### config.mk
export PLATFORM = sky130hd
export DESIGN_NAME = mode_gated_fault_annunciator
export DESIGN_NICKNAME = d
export VERILOG_FILES = /design/src/rtl/mgfa_pkg.sv /design/src/rtl/mgfa_front.sv /design/src/rtl/mgfa_fifo.sv /design/src/rtl/mgfa_back.sv /design/src/rtl/mode_gated_fault_annunciator.sv
export SDC_FILE = /design/constraint.sdc
export NUM_CORES = 1
export LEC_CHECK = 0
export BUFFER_PORTS_ARGS = -buffer_cell sky130_fd_sc_hd__buf_4
export CAP_MARGIN = 10
export CORE_AREA = 4 4 160 162
export DETAILED_ROUTE_END_ITERATION = 8
export DIE_AREA = 0 0 164 166
export PLACE_DENSITY_LB_ADDON = 0.05
export SYNTH_ARGS = -nofsm -noshare
export SYNTH_HDL_FRONTEND = slang
export SYNTH_HIERARCHICAL = 1
export SYNTH_SLANG_ARGS = --single-unit
export TNS_END_PERCENT = 1
### constraint.sdc
create_clock -name clock -period 4.3 [get_ports clock]
set_input_delay 1.075 -clock clock [delete_from_list [all_inputs] [get_ports clock]]
set_output_delay 1.075 -clock clock [all_outputs]
set_load 0.05 [all_outputs]
### src/rtl/mgfa_pkg.sv
// Shared types, constants and lookup functions of the mode-gated fault annunciator.
package mgfa_pkg;

   localparam int NUM_CODES    = 27;
   localparam int NUM_CHECKS   = 17;
   localparam int JOB_DEPTH    = 2;

   // path and shutdown latches never clear
   localparam logic [NUM_CODES-1:0] STICKY_MASK = 27'h001CFFF;

   // check indexes, in check order
   localparam int CHK_CMD  = 0;
   localparam int CHK_DATA = 1;
   localparam int CHK_ELEC = 2;
   localparam int CHK_HYD  = 3;
   localparam int CHK_OTT  = 4;
   localparam int CHK_ROLL = 5;
   localparam int CHK_SSME = 6;
   localparam int CHK_MEP  = 7;
   localparam int CHK_SEP  = 8;
   localparam int CHK_DAP  = 9;
   localparam int CHK_FCS  = 10;
   localparam int CHK_SPD  = 11;
   localparam int CHK_TDT  = 12;
   localparam int CHK_LOMS = 15;
   localparam int CHK_ROMS = 16;

   // message codes
   localparam int CODE_DATA = 3;
   localparam int CODE_ELEC = 6;
   localparam int CODE_HYD  = 9;
   localparam int CODE_OTT  = 12;
   localparam int CODE_ROLL = 13;
   localparam int CODE_SSME = 14;
   localparam int CODE_MEP  = 17;
   localparam int CODE_SEP  = 18;
   localparam int CODE_DAP  = 19;
   localparam int CODE_FCS  = 20;
   localparam int CODE_SPD  = 21;
   localparam int CODE_TGT  = 22;
   localparam int CODE_LOMS = 25;
   localparam int CODE_ROMS = 26;

   localparam logic [1:0] CLASS_CAUTION = 2'd2;
   localparam logic [1:0] CLASS_WARNING = 2'd3;

   localparam logic [1:0] SAT_LOW    = 2'd0;
   localparam logic [1:0] SAT_HIGH   = 2'd1;
   localparam logic [1:0] SAT_WITHIN = 2'd2;
   localparam logic [1:0] SAT_NONE   = 2'd3;

   localparam logic [9:0] MODE_305 = 10'd305;
   localparam logic [9:0] MODE_603 = 10'd603;

   localparam logic [15:0] HIGH_LIMIT_RESET = 16'sd1536;
   localparam logic [15:0] LOW_LIMIT_RESET  = 16'hF880;   // -1920

   localparam logic CSR_HIGH_LIMIT = 1'b0;
   localparam logic CSR_LOW_LIMIT  = 1'b1;

   // one classified monitoring cycle waiting for the back end
   typedef struct packed {
      logic [NUM_CODES-1:0] post_mask;
      logic [2:0]           fill_in;
      logic [1:0]           sat_lo;
      logic [1:0]           sat_li;
      logic [1:0]           sat_ri;
      logic [1:0]           sat_ro;
      logic [1:0]           disc;
   } job_type;

   // one result transaction
   typedef struct packed {
      logic       msg_valid;
      logic [4:0] msg_code;
      logic [1:0] msg_class;
      logic [2:0] msg_slot;
      logic [2:0] queue_fill_out;
      logic [1:0] sat_lo;
      logic [1:0] sat_li;
      logic [1:0] sat_ri;
      logic [1:0] sat_ro;
      logic [1:0] disc;
      logic       last;
   } rsp_type;

   // checks enabled in each major mode
   function automatic logic [NUM_CHECKS-1:0] mode_checks(input logic [9:0] mm);
      logic [NUM_CHECKS-1:0] m;
      case (mm)
         10'd101: m = 17'h0009F;
         10'd102, 10'd103: m = 17'h001DF;
         10'd104: m = 17'h18193;
         10'd105, 10'd106: m = 17'h18090;
         10'd201: m = 17'h07000;
         10'd202: m = 17'h1F000;
         10'd301, 10'd302, 10'd303: m = 17'h184B0;
         10'd304: m = 17'h18EB0;
         10'd305: m = 17'h00EB0;
         10'd601: m = 17'h000DF;
         10'd602, 10'd603: m = 17'h00E90;
         default: m = '0;
      endcase
      return m;
   endfunction

   // caution and warning class of a message code
   function automatic logic [1:0] code_class(input logic [4:0] code);
      logic [1:0] c;
      case (code)
         5'(CODE_SSME), 5'(CODE_SSME + 1), 5'(CODE_SSME + 2), 5'(CODE_FCS),
         5'(CODE_LOMS), 5'(CODE_ROMS): c = CLASS_CAUTION;
         default: c = CLASS_WARNING;
      endcase
      return c;
   endfunction

endpackage

### src/rtl/mgfa_front.sv
// Front end: limit registers, alert latches and classification of each monitoring cycle.
module mgfa_front
   import mgfa_pkg::*;
#(
   parameter int QUEUE_SLOTS = 5
) (
   input  logic        clock,
   input  logic        reset,
   input  logic        csr_wr_en,
   input  logic        csr_index,
   input  logic [15:0] csr_wr_data,
   input  logic        accept,
   input  logic [9:0]  major_mode,
   input  logic [12:0] alert_bits,
   input  logic [11:0] engine_path_bits,
   input  logic [2:0]  engine_shutdown_bits,
   input  logic        meco_commanded,
   input  logic        weight_on_wheels,
   input  logic signed [15:0] pos_left_outboard,
   input  logic signed [15:0] pos_left_inboard,
   input  logic signed [15:0] pos_right_inboard,
   input  logic signed [15:0] pos_right_outboard,
   input  logic [2:0]  queue_fill_in,
   output job_type     job
);

   logic signed [15:0]   high_limit_ff, low_limit_ff;
   logic [NUM_CODES-1:0] latches_ff, latches_in;
   logic [NUM_CODES-1:0] en, active, rising;
   logic [NUM_CHECKS-1:0] chk;
   logic                 gated, sat_run, sat_any, room;
   logic [1:0]           st_lo, st_li, st_ri, st_ro;

   // per-surface saturation status
   function automatic logic [1:0] sat_of(input logic signed [15:0] p,
                                         input logic signed [15:0] hi,
                                         input logic signed [15:0] lo);
      logic [1:0] s;
      if (p > hi) s = SAT_HIGH;
      else if (p < lo) s = SAT_LOW;
      else s = SAT_WITHIN;
      return s;
   endfunction

   // hold the limit registers
   always_ff @(posedge clock) begin
      if (reset) begin
         high_limit_ff <= HIGH_LIMIT_RESET;
         low_limit_ff  <= LOW_LIMIT_RESET;
      end else if (csr_wr_en) begin
         case (csr_index)
            CSR_HIGH_LIMIT: high_limit_ff <= csr_wr_data;
            CSR_LOW_LIMIT:  low_limit_ff  <= csr_wr_data;
            default: ;
         endcase
      end
   end

   // enable, activity and edge detection for every message code
   always_comb begin
      chk     = mode_checks(major_mode);
      gated   = ((major_mode == MODE_305) || (major_mode == MODE_603)) && weight_on_wheels;
      sat_run = chk[CHK_FCS] && !gated;

      st_lo = sat_run ? sat_of(pos_left_outboard,  high_limit_ff, low_limit_ff) : SAT_NONE;
      st_li = sat_run ? sat_of(pos_left_inboard,   high_limit_ff, low_limit_ff) : SAT_NONE;
      st_ri = sat_run ? sat_of(pos_right_inboard,  high_limit_ff, low_limit_ff) : SAT_NONE;
      st_ro = sat_run ? sat_of(pos_right_outboard, high_limit_ff, low_limit_ff) : SAT_NONE;
      sat_any = (st_lo == SAT_HIGH) || (st_lo == SAT_LOW) || (st_li == SAT_HIGH) ||
                (st_li == SAT_LOW) || (st_ri == SAT_HIGH) || (st_ri == SAT_LOW) ||
                (st_ro == SAT_HIGH) || (st_ro == SAT_LOW);

      en     = '0;
      active = '0;
      for (int e = 0; e < 3; e++) begin
         en[e]             = chk[CHK_CMD];
         en[CODE_DATA + e] = chk[CHK_DATA];
         en[CODE_ELEC + e] = chk[CHK_ELEC];
         en[CODE_HYD + e]  = chk[CHK_HYD];
         en[CODE_SSME + e] = chk[CHK_SSME] && !meco_commanded;
         en[CODE_TGT + e]  = chk[CHK_TDT + e];
         active[CODE_SSME + e] = engine_shutdown_bits[e];
         active[CODE_TGT + e]  = alert_bits[6 + e];
      end
      active[CODE_OTT-1:0] = engine_path_bits;
      en[CODE_OTT]  = chk[CHK_OTT];   active[CODE_OTT]  = alert_bits[1];
      en[CODE_ROLL] = chk[CHK_ROLL];  active[CODE_ROLL] = alert_bits[2];
      en[CODE_MEP]  = chk[CHK_MEP];   active[CODE_MEP]  = alert_bits[3];
      en[CODE_SEP]  = chk[CHK_SEP];   active[CODE_SEP]  = alert_bits[0];
      en[CODE_DAP]  = chk[CHK_DAP];   active[CODE_DAP]  = alert_bits[4];
      en[CODE_FCS]  = sat_run;        active[CODE_FCS]  = sat_any;
      en[CODE_SPD]  = chk[CHK_SPD];   active[CODE_SPD]  = alert_bits[5];
      en[CODE_LOMS] = chk[CHK_LOMS];  active[CODE_LOMS] = |alert_bits[10:9];
      en[CODE_ROMS] = chk[CHK_ROMS];  active[CODE_ROMS] = |alert_bits[12:11];

      // set on an active check, clear a non-sticky one when its condition is gone
      for (int c = 0; c < NUM_CODES; c++) begin
         rising[c] = en[c] && active[c] && !latches_ff[c];
         if (en[c] && active[c]) latches_in[c] = 1'b1;
         else if (en[c] && !STICKY_MASK[c]) latches_in[c] = 1'b0;
         else latches_in[c] = latches_ff[c];
      end

      room = ({5'd0, queue_fill_in} < 8'(QUEUE_SLOTS));

      job.post_mask = room ? rising : '0;
      job.fill_in   = queue_fill_in;
      job.sat_lo    = st_lo;
      job.sat_li    = st_li;
      job.sat_ri    = st_ri;
      job.sat_ro    = st_ro;
      job.disc      = {latches_in[CODE_FCS], latches_in[CODE_LOMS] | latches_in[CODE_ROMS]};
   end

   // advance the latches on each accepted transaction
   always_ff @(posedge clock) begin
      if (reset) latches_ff <= '0;
      else if (accept) latches_ff <= latches_in;
   end

endmodule

### src/rtl/mgfa_fifo.sv
// Short job queue between the front and back ends.
module mgfa_fifo
   import mgfa_pkg::*;
(
   input  logic    clock,
   input  logic    reset,
   input  logic    push,
   input  job_type push_data,
   output logic    full,
   input  logic    pop,
   output logic    empty,
   output job_type head
);

   localparam int PW = (JOB_DEPTH > 1) ? $clog2(JOB_DEPTH) : 1;
   localparam int CW = $clog2(JOB_DEPTH + 1);

   job_type         entry_ff [JOB_DEPTH];
   logic [PW-1:0]   wr_ptr_ff, rd_ptr_ff;
   logic [CW-1:0]   count_ff;
   logic            do_push, do_pop;

   assign full    = (count_ff == CW'(JOB_DEPTH));
   assign empty   = (count_ff == '0);
   assign head    = entry_ff[rd_ptr_ff];
   assign do_push = push && !full;
   assign do_pop  = pop && !empty;

   // store the pushed job
   always_ff @(posedge clock) begin
      if (do_push) entry_ff[wr_ptr_ff] <= push_data;
   end

   // advance pointers and count
   always_ff @(posedge clock) begin
      if (reset) begin
         wr_ptr_ff <= '0;
         rd_ptr_ff <= '0;
         count_ff  <= '0;
      end else begin
         if (do_push)
            wr_ptr_ff <= (wr_ptr_ff == PW'(JOB_DEPTH - 1)) ? '0 : wr_ptr_ff + 1'b1;
         if (do_pop)
            rd_ptr_ff <= (rd_ptr_ff == PW'(JOB_DEPTH - 1)) ? '0 : rd_ptr_ff + 1'b1;
         count_ff <= count_ff + CW'(do_push) - CW'(do_pop);
      end
   end

endmodule

### src/rtl/mgfa_back.sv
// Back end: walks the posted codes of one job and emits one result per cycle while the output register is free.
module mgfa_back
   import mgfa_pkg::*;
#(
   parameter int QUEUE_SLOTS = 5
) (
   input  logic    clock,
   input  logic    reset,
   input  logic    job_empty,
   input  job_type job_head,
   output logic    job_pop,
   input  logic    rsp_pop,
   output logic    rsp_empty,
   output rsp_type rsp
);

   localparam int CW = $clog2(QUEUE_SLOTS + 8);

   logic                 work_valid_ff, work_valid_in;
   logic [NUM_CODES-1:0] mask_ff, mask_in, mask_next;
   logic [CW-1:0]        fill_ff, fill_in;
   logic [CW-1:0]        left_ff, left_in;
   job_type              job_ff, job_in;
   logic                 out_valid_ff, out_valid_in;
   rsp_type              out_ff, out_in;
   logic                 out_free, emit, emit_last, load;
   logic [4:0]           code;

   assign out_free  = !out_valid_ff || rsp_pop;
   assign emit      = work_valid_ff && out_free;
   assign load      = !job_empty && (!work_valid_ff || (emit && emit_last));
   assign job_pop   = load;
   assign rsp_empty = !out_valid_ff;
   assign rsp       = out_ff;

   // pick the lowest pending code and build the next result
   always_comb begin
      code = '0;
      for (int i = NUM_CODES - 1; i >= 0; i--) begin
         if (mask_ff[i]) code = 5'(i);
      end
      mask_next = mask_ff & ~(NUM_CODES'(1) << code);

      out_in.sat_lo = job_ff.sat_lo;
      out_in.sat_li = job_ff.sat_li;
      out_in.sat_ri = job_ff.sat_ri;
      out_in.sat_ro = job_ff.sat_ro;
      out_in.disc   = job_ff.disc;
      if (mask_ff == '0) begin
         out_in.msg_valid      = 1'b0;
         out_in.msg_code       = '0;
         out_in.msg_class      = '0;
         out_in.msg_slot       = '0;
         out_in.queue_fill_out = fill_ff[2:0];
         emit_last             = 1'b1;
      end else begin
         out_in.msg_valid      = 1'b1;
         out_in.msg_code       = code;
         out_in.msg_class      = code_class(code);
         out_in.msg_slot       = fill_ff[2:0];
         out_in.queue_fill_out = 3'(fill_ff + 1'b1);
         emit_last             = (mask_next == '0) || (left_ff == CW'(1));
      end
      out_in.last = emit_last;

      // hold or drop the output register
      if (emit) out_valid_in = 1'b1;
      else if (rsp_pop) out_valid_in = 1'b0;
      else out_valid_in = out_valid_ff;

      // advance the working job, or take the next one from the queue
      work_valid_in = work_valid_ff;
      mask_in       = mask_ff;
      fill_in       = fill_ff;
      left_in       = left_ff;
      job_in        = job_ff;
      if (emit) begin
         mask_in = mask_next;
         fill_in = fill_ff + 1'b1;
         left_in = left_ff - 1'b1;
         if (emit_last) work_valid_in = 1'b0;
      end
      if (load) begin
         work_valid_in = 1'b1;
         job_in        = job_head;
         mask_in       = job_head.post_mask;
         fill_in       = CW'(job_head.fill_in);
         left_in       = (CW'(job_head.fill_in) < CW'(QUEUE_SLOTS)) ?
                         CW'(QUEUE_SLOTS) - CW'(job_head.fill_in) : '0;
      end
   end

   // control state
   always_ff @(posedge clock) begin
      if (reset) begin
         work_valid_ff <= 1'b0;
         out_valid_ff  <= 1'b0;
      end else begin
         work_valid_ff <= work_valid_in;
         out_valid_ff  <= out_valid_in;
      end
   end

   // payload state
   always_ff @(posedge clock) begin
      mask_ff <= mask_in;
      fill_ff <= fill_in;
      left_ff <= left_in;
      job_ff  <= job_in;
      if (emit) out_ff <= out_in;
   end

endmodule

### src/rtl/mode_gated_fault_annunciator.sv
// Top level of the mode-gated fault annunciator.
//
// Usage: one request transaction is one monitoring cycle (major mode, alert
// and engine bits, four elevon positions, current fault queue fill). It is
// taken when req_push is high and req_full is low. The block answers with one
// response transaction per posted fault message, in code order, up to the free
// fault queue slots, or a single response with rsp_msg_valid low when nothing
// is posted; rsp_last marks the final response of a cycle. A response is on
// the rsp_ ports while rsp_empty is low and is taken on rsp_pop. When the
// block is idle, a taken request passes the job queue, the working job
// register and the output register before its first response appears.
// Throughput: the back end emits one response per clock while the receiver
// takes them; the front end takes a request every clock while the two-entry
// job queue has room. The limit registers are written on csr_wr_en at any
// index 0 or 1. Reset clears the alert latches, the job queue and the output
// register's valid flag and loads the default saturation limits. A stalled
// receiver holds the current response; the job queue then fills and req_full rises.
module mode_gated_fault_annunciator
   import mgfa_pkg::*;
#(
   parameter int QUEUE_SLOTS = 5
) (
   input  logic        clock,
   input  logic        reset,
   input  logic        csr_wr_en,
   input  logic        csr_index,
   input  logic [15:0] csr_wr_data,
   input  logic        req_push,
   output logic        req_full,
   input  logic [9:0]  req_major_mode,
   input  logic [12:0] req_alert_bits,
   input  logic [11:0] req_engine_path_bits,
   input  logic [2:0]  req_engine_shutdown_bits,
   input  logic        req_meco_commanded,
   input  logic        req_weight_on_wheels,
   input  logic signed [15:0] req_pos_left_outboard,
   input  logic signed [15:0] req_pos_left_inboard,
   input  logic signed [15:0] req_pos_right_inboard,
   input  logic signed [15:0] req_pos_right_outboard,
   input  logic [2:0]  req_queue_fill_in,
   output logic        rsp_empty,
   input  logic        rsp_pop,
   output logic        rsp_msg_valid,
   output logic [4:0]  rsp_msg_code,
   output logic [1:0]  rsp_msg_class,
   output logic [2:0]  rsp_msg_slot,
   output logic [2:0]  rsp_queue_fill_out,
   output logic [1:0]  rsp_sat_left_outboard,
   output logic [1:0]  rsp_sat_left_inboard,
   output logic [1:0]  rsp_sat_right_inboard,
   output logic [1:0]  rsp_sat_right_outboard,
   output logic [1:0]  rsp_discrete_set_bits,
   output logic        rsp_last
);

   job_type front_job, head_job;
   rsp_type rsp;
   logic    accept, job_empty, job_pop;

   assign accept = req_push && !req_full;

   // classify each request and update the latches
   mgfa_front #(.QUEUE_SLOTS(QUEUE_SLOTS)) u_front (
      .clock                (clock),
      .reset                (reset),
      .csr_wr_en            (csr_wr_en),
      .csr_index            (csr_index),
      .csr_wr_data          (csr_wr_data),
      .accept               (accept),
      .major_mode           (req_major_mode),
      .alert_bits           (req_alert_bits),
      .engine_path_bits     (req_engine_path_bits),
      .engine_shutdown_bits (req_engine_shutdown_bits),
      .meco_commanded       (req_meco_commanded),
      .weight_on_wheels     (req_weight_on_wheels),
      .pos_left_outboard    (req_pos_left_outboard),
      .pos_left_inboard     (req_pos_left_inboard),
      .pos_right_inboard    (req_pos_right_inboard),
      .pos_right_outboard   (req_pos_right_outboard),
      .queue_fill_in        (req_queue_fill_in),
      .job                  (front_job)
   );

   // decouple front and back
   mgfa_fifo u_fifo (
      .clock     (clock),
      .reset     (reset),
      .push      (req_push),
      .push_data (front_job),
      .full      (req_full),
      .pop       (job_pop),
      .empty     (job_empty),
      .head      (head_job)
   );

   // emit the messages of each job
   mgfa_back #(.QUEUE_SLOTS(QUEUE_SLOTS)) u_back (
      .clock     (clock),
      .reset     (reset),
      .job_empty (job_empty),
      .job_head  (head_job),
      .job_pop   (job_pop),
      .rsp_pop   (rsp_pop),
      .rsp_empty (rsp_empty),
      .rsp       (rsp)
   );

   assign rsp_msg_valid          = rsp.msg_valid;
   assign rsp_msg_code           = rsp.msg_code;
   assign rsp_msg_class          = rsp.msg_class;
   assign rsp_msg_slot           = rsp.msg_slot;
   assign rsp_queue_fill_out     = rsp.queue_fill_out;
   assign rsp_sat_left_outboard  = rsp.sat_lo;
   assign rsp_sat_left_inboard   = rsp.sat_li;
   assign rsp_sat_right_inboard  = rsp.sat_ri;
   assign rsp_sat_right_outboard = rsp.sat_ro;
   assign rsp_discrete_set_bits  = rsp.disc;
   assign rsp_last               = rsp.last;

endmodule
Word level (Yosys, flattened, before mapping)

Memory sizes are Yosys's and may differ from the RTL's. A register that Yosys moved wholly into a read port is not among the register bits.
Cells that the tools add are included.

Input bits: 129
Register bits after elaboration: 135
Bits in writable memories: 80
Logic and storage cells: 348
Memories kept: 1
Output and inout bits: 27

Muxes and demuxes: 86
Bitwise logic cells: 4
Shift operators: 1
Equality and inequality tests: 28
Reduce and logical (&&, ||, !) cells: 159
Magnitude comparators: 10
Add/sub/neg operators: 7

Memories:

| name            | depth | bits a word | rd ports | clocked after Yosys merged registers in | wr ports | RTL line        | text |
|---|---|---|---|---|---|---|---|
| u_fifo.entry_ff | 2     | 40          | 1        | 1                                       | 1        | mgfa_fifo.sv:18 | `job_type entry_ff [JOB_DEPTH];` |

Operators with widths:

| operator               | count |
|---|---|
| $pmux W17 S11          | 1 |
| $mux W5                | 27 |
| $mux W27               | 3 |
| $gt A16 B16 Y1         | 4 |
| $lt A16 B16 Y1         | 4 |
| $logic_and A1 B1 Y1    | 62 |
| $eq A10 B7 Y1 const B  | 6 |
| $logic_not A27 Y1      | 2 |
| $reduce_and A2 Y1      | 27 |
| $eq A10 B9 Y1 const B  | 5 |
| $mux W1                | 37 |
| $logic_not A1 Y1       | 33 |
| $eq A10 B10 Y1 const B | 3 |
| $and A27 B27 Y27       | 1 |
| $not A27 Y27           | 1 |
| $shl A1 B5 Y27 const A | 1 |
| $mux W2                | 12 |
| $reduce_bool A2 Y1     | 12 |
| $eq A10 B8 Y1 const B  | 2 |
| $eq A5 B5 Y1 const B   | 4 |
| $mux W14               | 1 |
| $mux W4                | 3 |
| $logic_or A1 B1 Y1     | 11 |
| $eq A5 B4 Y1 const B   | 2 |
| other kinds (17)       | 31 |

Logic depth before layout (Yosys ltp)

Word-level depth: 39
Mapped depth: 20
Gate-level depth less buffers: 17

By module

The synthesis kept the hierarchy.

Modules (own cells, without submodules):

| module                       | times used | sequential area each (um2) | area each (um2) | cells an instance |
|---|---|---|---|---|
| mgfa_front                   | 1          | 1181.1                     | 5585.4          | 708 |
| mgfa_back                    | 1          | 2112.0                     | 3880.0          | 331 |
| mgfa_fifo                    | 1          | 2502.4                     | 3108.0          | 151 |
| mode_gated_fault_annunciator | 1          | 0.0                        | 13.8            | 1 |

Least setup slack after synthesis

No wires, ideal clock.

Path type: reg-to-reg
Start point: register u_back.mask_ff[6]
End point: register u_fifo.count_ff[1]
Setup time: 0.114 ns
Setup slack: 0.196 ns
Stages on the path, launching flop included: 19
Data required time: 4.186 ns
Path buffers: 3
Period minus slack after synthesis: 4.104 ns
Arrival: 3.990 ns
Path through: edfxtp_1 -> buf_6 -> or4_4 -> nor4_4 -> nand4_1 -> o41ai_2 -> nand3_1 -> a211oi_1 -> nand4_1 -> o41ai_2 -> buf_4 -> buf_6 -> o21a_2 -> ha_1 -> inv_1 -> ha_1 -> xor2_1 -> and2_1 -> nor3_1

Longest elaborated chain between the ends: 18
Elaborated cells between the ends (all ways): 19
Those cells by class: add/sub: 1; shift: 1; mux: 8; bitwise: 2; reduce/logical: 7

RTL lines:

| item                    | RTL line                           | text |
|---|---|---|
| start, declared         | mgfa_back.sv:20                    | `logic [NUM_CODES-1:0] mask_ff, mask_in, mask_next;` |
| start signal, assigned  | mgfa_back.sv:106                   | `mask_ff <= mask_in;` |
| $mux W5 (7 in a row)    | mgfa_back.sv:40                    | `if (mask_ff[i]) code = 5'(i);` |
| $shl A1 B5 Y27          | mgfa_back.sv:42                    | `mask_next = mask_ff & ~(NUM_CODES'(1) << code);` |
| $not A27 Y27            | mgfa_back.sv:42                    |  |
| $and A27 B27 Y27        | mgfa_back.sv:42                    |  |
| $logic_not A27 Y1       | mgfa_back.sv:62                    | `emit_last = (mask_next == '0) \|\| (left_ff == CW'(1));` |
| $logic_or A1 B1 Y1      | mgfa_back.sv:62                    |  |
| $mux W1 *               | mgfa_back.sv:49                    | `if (mask_ff == '0) begin` |
| $logic_and A1 B1 Y1 *   | mgfa_back.sv:31                    | `assign load = !job_empty && (!work_valid_ff \|\| (emit && emit_last));` |
| $logic_or A1 B1 Y1 *    | mgfa_back.sv:31                    |  |
| $logic_and A1 B1 Y1 *   | mgfa_back.sv:31                    |  |
| named net job_pop       | mode_gated_fault_annunciator.sv:58 | `logic accept, job_empty, job_pop;` |
| $logic_and A1 B1 Y1 *   | mgfa_fifo.sv:27                    | `assign do_pop = pop && !empty;` |
| named net u_fifo.do_pop | mgfa_fifo.sv:21                    | `logic do_push, do_pop;` |
| $sub A2 B1 Y2 *         | mgfa_fifo.sv:45                    | `count_ff <= count_ff + CW'(do_push) - CW'(do_pop);` |
| end signal, assigned    | mgfa_fifo.sv:45                    |  |
| end, declared           | mgfa_fifo.sv:20                    | `logic [CW-1:0] count_ff;` |

Mark *: on every way through the listed nets, which the timed path passes. The rest lies on a longest branch.
A chain may end at the register's enable or synchronous reset.

Worst setup path after layout

Ends and elaborated chain as after synthesis.

==> flow_summary.json <==
{
  "hold_buffers": 0,
  "gp_congestion": 0.924,
  "setup_violations": 0,
  "synth_seq_cells": 215,
  "cp_max_fo": 6,
  "wl_per_cell_um": 18.8,
  "dieArea_um2": 27200,
  "netlist_instances": 1191,
  "io_pins": 156,
  "dp_hpwl_um": 25900,
  "setup_slack_ps": 119,
  "whs_ps": 418,
  "grt_usage_pct": 23.6,
  "synthFlopType": "edfxtp_1",
  "synth_cell_types": 84,
  "cts.sinks": 215,
  "firstDrtPassIters": 7,
  "via_per_inst": 5.53,
  "setup-tns-final_ps": 0,
  "status": "finished clean",
  "yosysSeqAreaShare_pct": 46.0,
  "nets": 1666,
  "critPathKind": "register to register",
  "first_global_vias": 9513,
  "power.density_nw_per_um2": 571,
  "insertion_delay_ps": 510,
  "regArea_um2": 5800,
  "netlist.area_leader.share_pct": 35.5,
  "crit_arrival_ps": 4530,
  "grt_overflow_total": 0,
  "antenna_left": 0,
  "ir_worst_vdd_uv": 408,
  "end_kind": "register",
  "die-width_um": 164,
  "required_ps": 4650,
  "syn_to_final_growth_pct": 22.8,
  "post-place-ws_ps": -23.4,
  "power_mw": 8.83,
  "core-area_um2": 24100,
  "multiInputGateArea_um2": 6440,
  "final.period_utilization_pct": 97.2,
  "diodes": 0,
  "row_count": 57,
  "hold_viol_final": 0,
  "cts_tree": "yes",
  "vias": 9655,
  "drc": 0,
  "startpoint_type": "register",
  "grt_max_degree": 67,
  "htree_levels": 1,
  "yosysWarningCount": 6,
  "final_util_pct": 64.1,
  "grt_pass1_wl_um": 50900,
  "p_leak_nw": 6.22,
  "syn-num-nets": 1451,
  "fill_cells": 2043,
  "dieHeight_um": 166,
  "routed_wl_um": 32800,
  "synthArstFlopShare_pct": 0,
  "fin_crit_ps": 4180,
  "fin_skew_ps": 19.3,
  "initial_core_util_pct": 52.2,
  "synth_area_leaders": "edfxtp_1 (36%), ha_1 (13%), dfxtp_1 (10%)",
  "synth_edf_count": 149,
  "yosysTopAreaCell": "edfxtp_1",
  "synth_area_um2": 12600,
  "finalMaxSlewViolations": 0,
  "cts_buffer_depth": 3,
  "io_buffers": 155,
  "max_slew_margin_pct": 30.7,
  "hold_path_class": "register to register",
  "synthMostInstantiatedCell": "edfxtp_1",
  "syn_area_per_cell_um2": 10.6,
  "drive_gt1_share_pct": 22.8,
  "antenna_found_initial": 1,
  "drt_iter0_drc": 562,
  "path_clk_slew_ps": 60,
  "cts-root-buf": "clkbuf_16",
  "synth_common_cells": "edfxtp_1 (149), ha_1 (131), nand2_1 (119)",
  "max_freq_mhz": 239,
  "cap_viol_max_count": 0,
  "worstMarginPinSlew_ps": 1040,
  "cts_inserted_buffers": 24
}
## per-layer routing
metal | track usage, % | share of wire (%) | vias to the layer above
li1 | - | - | 4850
met1 | 34.8 | 47 | 4513
met2 | 36.4 | 45 | 247
met3 | 4.59 | 6.6 | 43
met4 | 4.85 | 1.8 | 2
met5 | 0 | 0.055 | -
## logic make-up (layout without fill, tap and decap cells)
family / Yosys count / in the layout / share of synthesized area (%)
muxes: 82 / 82 / 7.20
buffers and inverters: 115 / 347 / 3.95
AOI/OAI and AO/OA: 243 / 243 / 12.6
adders and majority gates: 131 / 131 / 13.0
DFF: 215 / 215 / 46.0
xor gates and xnor gates: 8 / 8 / 0.557
and+or+nand+nor: 397 / 397 / 16.6
## where the power goes
part | internal (mW) | total [mW] | switching, mW
logic | 1.53 | 3.62 | 2.09
registers | 2.88 | 3.17 | 0.286
clock network | 1.26 | 2.05 | 0.788
## state kept, by name, indices dropped and copies added (netlist names), 2 cells and up, named ones only
| signal | count |
|---|---|
| u_front/high_limit_ff | 16 |
| u_back/job_ff | 10 |
| u_back/left_ff | 4 |
| u_back/fill_ff | 3 |
| u_back/rsp | 25 |
| u_back/mask_ff | 27 |
| u_front/low_limit_ff | 16 |
| u_fifo/entry_ff | 80 |
| u_fifo/count_ff | 2 |
| u_front/latches_ff | 27 |
## worst paths after layout
check	from	cells past startpoint	slack (ps)	to
hold reg to reg	u_back/job_ff[3]	0	420	u_back/rsp[4]
setup reg to reg	u_back/mask_ff[6]	16	120	u_fifo/count_ff[1]
hold / removal	u_back/job_ff[3]	0	420	u_back/rsp[4]
setup / recovery	u_back/mask_ff[6]	16	120	u_fifo/count_ff[1]
## stage by stage
| step | std cells | cell area, um^2 |
|---|---|---|
| after floorplan | 1191 | 12600 |
| after global placement | 1693 | 14400 |
| after detailed placement | 1693 | 14400 |
| after CTS | 1736 | 15300 |
| after global routing | 1747 | 15500 |
| final | 1747 | 15500 |
## area by class of cell
cell class                 instances  area share, %
tap                              324           2.62
timing repair buffer             225           11.1
inverter                          79           1.92
clock buffer                      30           4.23
sequential                       215           37.5
multi-input combinational        861           41.7
clock inverter                    13          0.971
## cell usage in the layout, fill, tap and decap left out, types with 6 or more instances in the layout
master	count
nand2_1	116
and2_1	12
o211ai_1	12
mux2i_1	29
nor3_1	22
a31oi_1	8
or2_2	6
a21o_1	12
ha_1	130
nand4_1	19
buf_4	222
clkbuf_16	25
o21a_1	7
nand3b_1	8
nand3_1	21
a211oi_1	10
o21ai_0	39
nor4_1	8
nor2_1	80
edfxtp_1	149
mux2_2	7
nand2b_1	12
mux2_1	41
nor2b_1	18
a21oi_1	89
dfxtp_1	65
nor3b_1	21
inv_1	75
## worst max-delay path, stage by stage, from the launching register on
cell      delay (ps)
edfxtp_1         470
or4_4            580
nor4_4           390
nand4_1          160
buf_4            200
a211oi_1         250
o211ai_1         150
a211oi_2         220
nand4_1          240
o41ai_4          380
o21a_2           200
ha_1             220
inv_1             70
ha_2             190
xor2_2           140
and2_1           140
nor3_1            40
## timing repair
| action | 4_1_cts | 5_1_grt |
|---|---|---|
| endpoints found under the hold margin | 0 | 0 |
| setup endpoints to repair | 1 | 13 |
| resized for setup | 3 | 25 |
| pin swaps | 1 | 16 |
| setup buffers | 0 | 11 |
(Power assumes the default switching activity.)
